==> config.mk <==
export PLATFORM = sky130hd
export DESIGN_NAME = swrr_cell
export DESIGN_NICKNAME = d
export VERILOG_FILES = /design/src/rtl/swrr_pkg.sv /design/src/rtl/swrr_cell.sv
export SDC_FILE = /design/constraint.sdc
export NUM_CORES = 1
export LEC_CHECK = 0
export ABC_CLOCK_PERIOD_IN_PS = 6000
export BUFFER_PORTS_ARGS = -buffer_cell sky130_fd_sc_hd__buf_4
export CORE_MARGIN = 2
export CORE_UTILIZATION = 29
export CTS_CLUSTER_SIZE = 28
export DETAILED_ROUTE_END_ITERATION = 6
export PLACE_DENSITY = 0.52
export SYNTH_ARGS = -nofsm -noshare
export SYNTH_HDL_FRONTEND = slang
export SYNTH_SLANG_ARGS = --single-unit
export TNS_END_PERCENT = 1
==> constraint.sdc <==
create_clock -name clk -period 6 [get_ports clk]
set_input_delay 1.2 -clock clk [delete_from_list [all_inputs] [get_ports clk]]
set_output_delay 1.2 -clock clk [all_outputs]
set_load 0.02 [all_outputs]
==> src/rtl/swrr_pkg.sv <==
// ----------------------------------------------------------------------------
// Sliding window reward ranker package
// Shared widths, sequencer states and the control word sent along the
// row of rank cells.
// ----------------------------------------------------------------------------
`default_nettype none

package swrr_pkg;

    // Fixed field widths of the ports
    localparam int REWARD_W = 32;
    localparam int OP_ID_W  = 4;
    localparam int RANK_W   = 6;
    localparam int COUNT_W  = 7;
    localparam int SIZE_W   = 7;

    localparam logic [SIZE_W-1:0] WINDOW_SIZE_RESET = 7'd64;

    // Per-word sequence: take word, drop oldest, insert, hand over result
    typedef enum logic [1:0] {
        ST_IDLE,
        ST_EVICT,
        ST_INSERT,
        ST_FINISH
    } state_t;

    // Broadcast to every rank cell
    typedef struct packed {
        logic                del_en;
        logic                ins_en;
        logic [REWARD_W-1:0] new_reward;
        logic [REWARD_W-1:0] ev_reward;
    } cell_ctrl_t;

endpackage

`default_nettype wire

==> src/rtl/swrr_cell.sv <==
// ----------------------------------------------------------------------------
// Rank cell
// Holds the reward and age of the window entry at one rank. On a drop it
// takes its upper neighbour's entry; on an insert it takes the new word,
// its lower neighbour's entry, or keeps its own, and ages by one unless it takes the new word.
// ----------------------------------------------------------------------------
`default_nettype none

module swrr_cell
    import swrr_pkg::*;
#(
    parameter int AW = 6
) (
    input  wire logic                clk,
    input  wire cell_ctrl_t          ctrl,
    input  wire logic                valid,
    input  wire logic [AW-1:0]       oldest_age,
    input  wire logic                prev_ge,
    input  wire logic [REWARD_W-1:0] prev_reward,
    input  wire logic [AW-1:0]       prev_age,
    input  wire logic [REWARD_W-1:0] next_reward,
    input  wire logic [AW-1:0]       next_age,
    output logic                     ge,
    output logic                     insert_here,
    output logic [REWARD_W-1:0]      reward,
    output logic [AW-1:0]            age
);

    logic [REWARD_W-1:0] reward_reg;
    logic [REWARD_W-1:0] reward_next;
    logic [AW-1:0]       age_reg;
    logic [AW-1:0]       age_next;
    logic                take_next;

    // Empty cells rank above any reward, so the insert point is the first edge
    assign ge          = !valid || ($signed(reward_reg) >= $signed(ctrl.new_reward));
    assign insert_here = ge && !prev_ge;

    // Drop: this entry and everything ranked above it move down one place
    assign take_next = valid && ((age_reg == oldest_age) ||
                       ($signed(reward_reg) > $signed(ctrl.ev_reward)));

    always_comb
    begin
        reward_next = reward_reg;
        age_next    = age_reg;
        if (ctrl.del_en && take_next)
        begin
            reward_next = next_reward;
            age_next    = next_age;
        end
        else if (ctrl.ins_en)
        begin
            if (insert_here)
            begin
                reward_next = ctrl.new_reward;
                age_next    = '0;
            end
            else if (prev_ge)
            begin
                reward_next = prev_reward;
                age_next    = prev_age + AW'(1);
            end
            else
            begin
                age_next = age_reg + AW'(1);
            end
        end
    end

    always_ff @(posedge clk)
    begin
        reward_reg <= reward_next;
        age_reg    <= age_next;
    end

    assign reward = reward_reg;
    assign age    = age_reg;

endmodule

`default_nettype wire

-- Word-level counts from Yosys, hierarchy flattened
Index checks and enable logic that the tools add are counted.
- input port bits: 151
- output and inout bits: 40
- word-level logic and storage cells: 25
- bits in registers: 38
- reduce and logical (&&, ||, !) cells: 10
- add/subtract/negate cells: 2
- eq/ne operators: 1
- muxes and demuxes: 8
- magnitude comparators: 2
- operator list (operator ; count):
    32-bit 2-to-1 mux ; 4
    32-bit >= comparator ; 1
    32-bit greater-than comparator ; 1
    6-bit 2-to-1 mux ; 4
    6-bit by 1-bit adder with 6-bit output, second input constant ; 2
    6-bit == test ; 1
    1-bit logical AND ; 3
    3-bit nonzero test ; 1
    1-bit logical NOT ; 2
    1-bit logical OR ; 2
    2-bit AND reduction ; 1
    2-bit nonzero test ; 1

-- Logic depth before layout (Yosys ltp)
- depth after elaboration: 6
- depth in mapped cells: 11

-- Worst setup path after synthesis
OpenSTA, ideal clock, no wires.
- path kind: input port to output port
- start point: input ctrl[42] (netlist name)
- end point: output insert_here
- stages on the path: 10
- path slack: 1.758 ns
- data arrival time: 3.042 ns
- required time: 4.800 ns
- cell sequence: inv_1 > ha_1 > and3_1 > o21ai_1 > a21oi_1 > o41a_1 > o311ai_4 > buf_6 > buf_6 > inv_1
- cells in the longest elaborated chain, start to end: 3
- ends and longest elaborated chain (item ; RTL line ; RTL):
    start, declared ; swrr_cell.sv:15 ; input wire cell_ctrl_t ctrl,
    32-bit >= comparator ; swrr_cell.sv:36 ; assign ge = !valid || ($signed(reward_reg) >= $signed(ctrl.new_reward));
    1-bit logical OR ; swrr_cell.sv:36 ;
    1-bit logical AND ; swrr_cell.sv:37 ; assign insert_here = ge && !prev_ge;
    end, declared ; swrr_cell.sv:24 ; output logic insert_here,
No other way between the ends.

-- Worst setup path in the final report
- start point: input ctrl[31] (netlist name)
- end point: register age_reg[5] (netlist: age[5]), enable pin
- cells in the longest elaborated chain, start to end: 5
- ends and longest elaborated chain (item ; RTL line ; RTL):
    32-bit greater-than comparator ; swrr_cell.sv:41 ; ($signed(reward_reg) > $signed(ctrl.ev_reward)));
    1-bit logical OR ; swrr_cell.sv:40 ; assign take_next = valid && ((age_reg == oldest_age) ||
    1-bit logical AND ; swrr_cell.sv:40 ;
    1-bit logical AND ; swrr_cell.sv:47 ; if (ctrl.del_en && take_next)
    2-bit nonzero test (no source line) ; -- ;
    end signal, assigned ; swrr_cell.sv:74 ; age_reg <= age_next;
    end, declared ; swrr_cell.sv:31 ; logic [AW-1:0] age_reg;
No other way between the ends.
A chain may end at the register's enable or synchronous reset.

==> results.tsv <==
metric	value	unit
status	completed	
max-vdd-ir-drop	0.1158	mV
cellLeakagePower	0.002862	uW
cts_resized	0	
initial_utilization	29.84	%
drt_iter0_markers	122	
portBuffers	190	
totalWireLength	12.21	mm
htree_levels	2	
r2r_end	age[5]	
cp-startpoint	ctrl[31]	
die_height	121.2	microns
setup_ws	1.596	ns
async_reset_ff_share	0	%
pre_cts_ws	1.274	ns
largest_reg_flops	32	
drc	0	
antenna_found_initial	0	
power	1374	uW
avgSynthCellArea	10.01	sq um
reg2regPathDepth	9	
clock_sinks	38	
n_antenna_cell	0	
min_period	4.404	ns
clockBufferDepth	2	
min_period_over_period	73.40	%
ant_nets	0	
clock_latency	0.28	ns
dieArea	14690	sq um
area_growth	43.95	%
num_vias	3548	
cts_tree	built	
r2r_setup_slack	2.12	ns
yosysWarnings	0	
nets	805	
crit_path_end_kind	flop	
numCtsBuffers	5	
clk_pin_slew	0.06	ns
cts_setup_buffers	0	
syn-instance-count	398	
dr.pass1.iters	4	
cp.required	6.02	ns
synthesis.nets	614	
tightest_slew	0.6820	ns
slew_violations	0	
rows	42	
dp.cells	758	
fin_tns_setup	0	ns
synth_area_leaders	edfxtp_1 29%, ha_1 20%, mux2_2 18%	
worstSetupStartpointType	input pin	
grt_max_degree	39	
maxSlewHeadroom	54.48	%
drive_gt1_share	46.95	%
worstHoldPathType	flop to flop	
grt_pass1_vias	3758	
synth.largest_area_cell	edfxtp_1	
maxCapViolCount	0	
synthFlopType	edfxtp_1	
r2r-start	reward[31]	
grt_usage	16.19	%
holdBufCountCts	0	
ys_types	46	
synth_area	3983	sq um
io_pins	191	
crit_fanout	22	
crit_arrival	4.42	ns
fin_skew	0.004337	ns
die_w	121.2	microns
synth-seq-cells	38	
setup_viol	0	
drt-vias-per-instance	4.632	
post_drt_wl_per_cell	15.94	microns
power_density	239.7	nW/um^2
root_buffer	clkbuf_16	
synth_edf_count	38	
clock.fmax	227.1	MHz
endpoint	age[5]	
rsz0062_at_grt	false	
gr-total-overflow	0	
grt_pass1_wl	18.79	mm
post_layout_nonfiller_instances	766	
synth_seq_area_share	28.65	%
final_core_util	42.95	%
dp_hpwl	10.16	mm
hold_viol	0	
critPathKind	input pin to flop	
core-area	13350	sq um
synth_top_cell_area_share	28.65	%
place_congestion	0.8297	
cells in the final DEF, fill, tap and decap left out, types with 5 or more instances in the layout:
| master | count |
|---|---|
| inv_1 | 73 |
| xor2_1 | 9 |
| clkbuf_16 | 5 |
| nand4_1 | 12 |
| buf_4 | 193 |
| mux2_2 | 65 |
| ha_1 | 65 |
| nand3_1 | 6 |
| edfxtp_1 | 38 |
| o21ai_0 | 8 |
| mux2i_1 | 8 |
| nand2_1 | 23 |
| nor2_1 | 6 |
| a21oi_1 | 28 |
through the flow:
| step | area, sq um | hold slack (ns) |
|---|---|---|
| floorplan | 3983 | 1.003 |
| global placement | 5595 | 0.9542 |
| finish | 5733 | 0.9463 |
| detailed placement | 5595 | 0.9156 |
| CTS | 5733 | 0.9301 |
| global route | 5733 | 1.003 |
area by class of cell:
type / count / area [sq um]
inverters: 73 / 274.0
multi-input cells: 278 / 2511
clock buffers: 6 / 128.9
clock inverters: 2 / 8.758
flip-flops and latches: 38 / 1141
well taps: 176 / 220.2
repair buffers: 193 / 1449
fillers: 1363 / 7615
worst min path at each step:
stage	start	endpoint	slack, ns	depth (start not counted)
floorplan	age[5]	age[5]	1.00	4
global placement	age[5]	age[5]	0.95	4
detailed placement	age[5]	age[5]	0.92	4
CTS	age[5]	age[5]	0.93	4
global route	age[5]	age[5]	1.00	4
finish	age[5]	age[5]	0.95	4
worst max-delay path, cell delays in order:
cell and delay (ns):
buf_4 0.08, inv_1 0.03, ha_1 0.37, nand4_1 0.23, nor4_1 0.53, a31oi_1 0.16
and2_1 0.20, a21oi_1 0.19, nand3_2 0.56, buf_4 0.48, or2_2 0.38
power by group:
group | total [uW] | internal (uW) | switching (uW) | leakage, uW
Clock | 258 | 152 | 106 | 0.0000683
Combinational | 682 | 339 | 343 | 0.00242
Sequential | 434 | 377 | 56.6 | 0.000375
Total | 1370 | 869 | 505 | 0.00286
routing by layer:
metal	vias to the layer above	wire length (microns)	GRT usage, %	share of wire, %
li1	1818	-	-	-
met1	1599	5360	20.60	44
met2	123	5795	28.34	47
met3	8	934	3.900	7.6
met4	0	120	2.443	0.98
met5	-	0	0	0
logic make-up (layout without fill, tap and decap cells):
logic type               Yosys count  count (layout)  share of synthesized area, %
adder cells (fa/ha/maj)           65              65                         20.42
XOR/XNOR                          10              10                         2.199
flip-flops                        38              38                         28.65
AND/OR/NAND/NOR                   70              70                         9.550
multiplexers                      76              76                         21.52
AO/OA/AOI/OAI                     57              57                         9.237
buffers and inverters             82             274                         8.419
Yosys cell counts, drive strengths merged, types with 2 or more instances:
master  instances
or2             2
xor2            9
nand3b          2
mux2i           8
a211oi          2
nand2          23
inv            73
nand4          14
ha             65
nand3           7
a21o            3
mux2           68
nor2b           3
o21ai          10
nor4            5
buf             8
nor2            6
o211ai          2
nor3            3
a21oi          28
edfxtp         38
No activity file was read; power rests on OpenSTA's default activity.
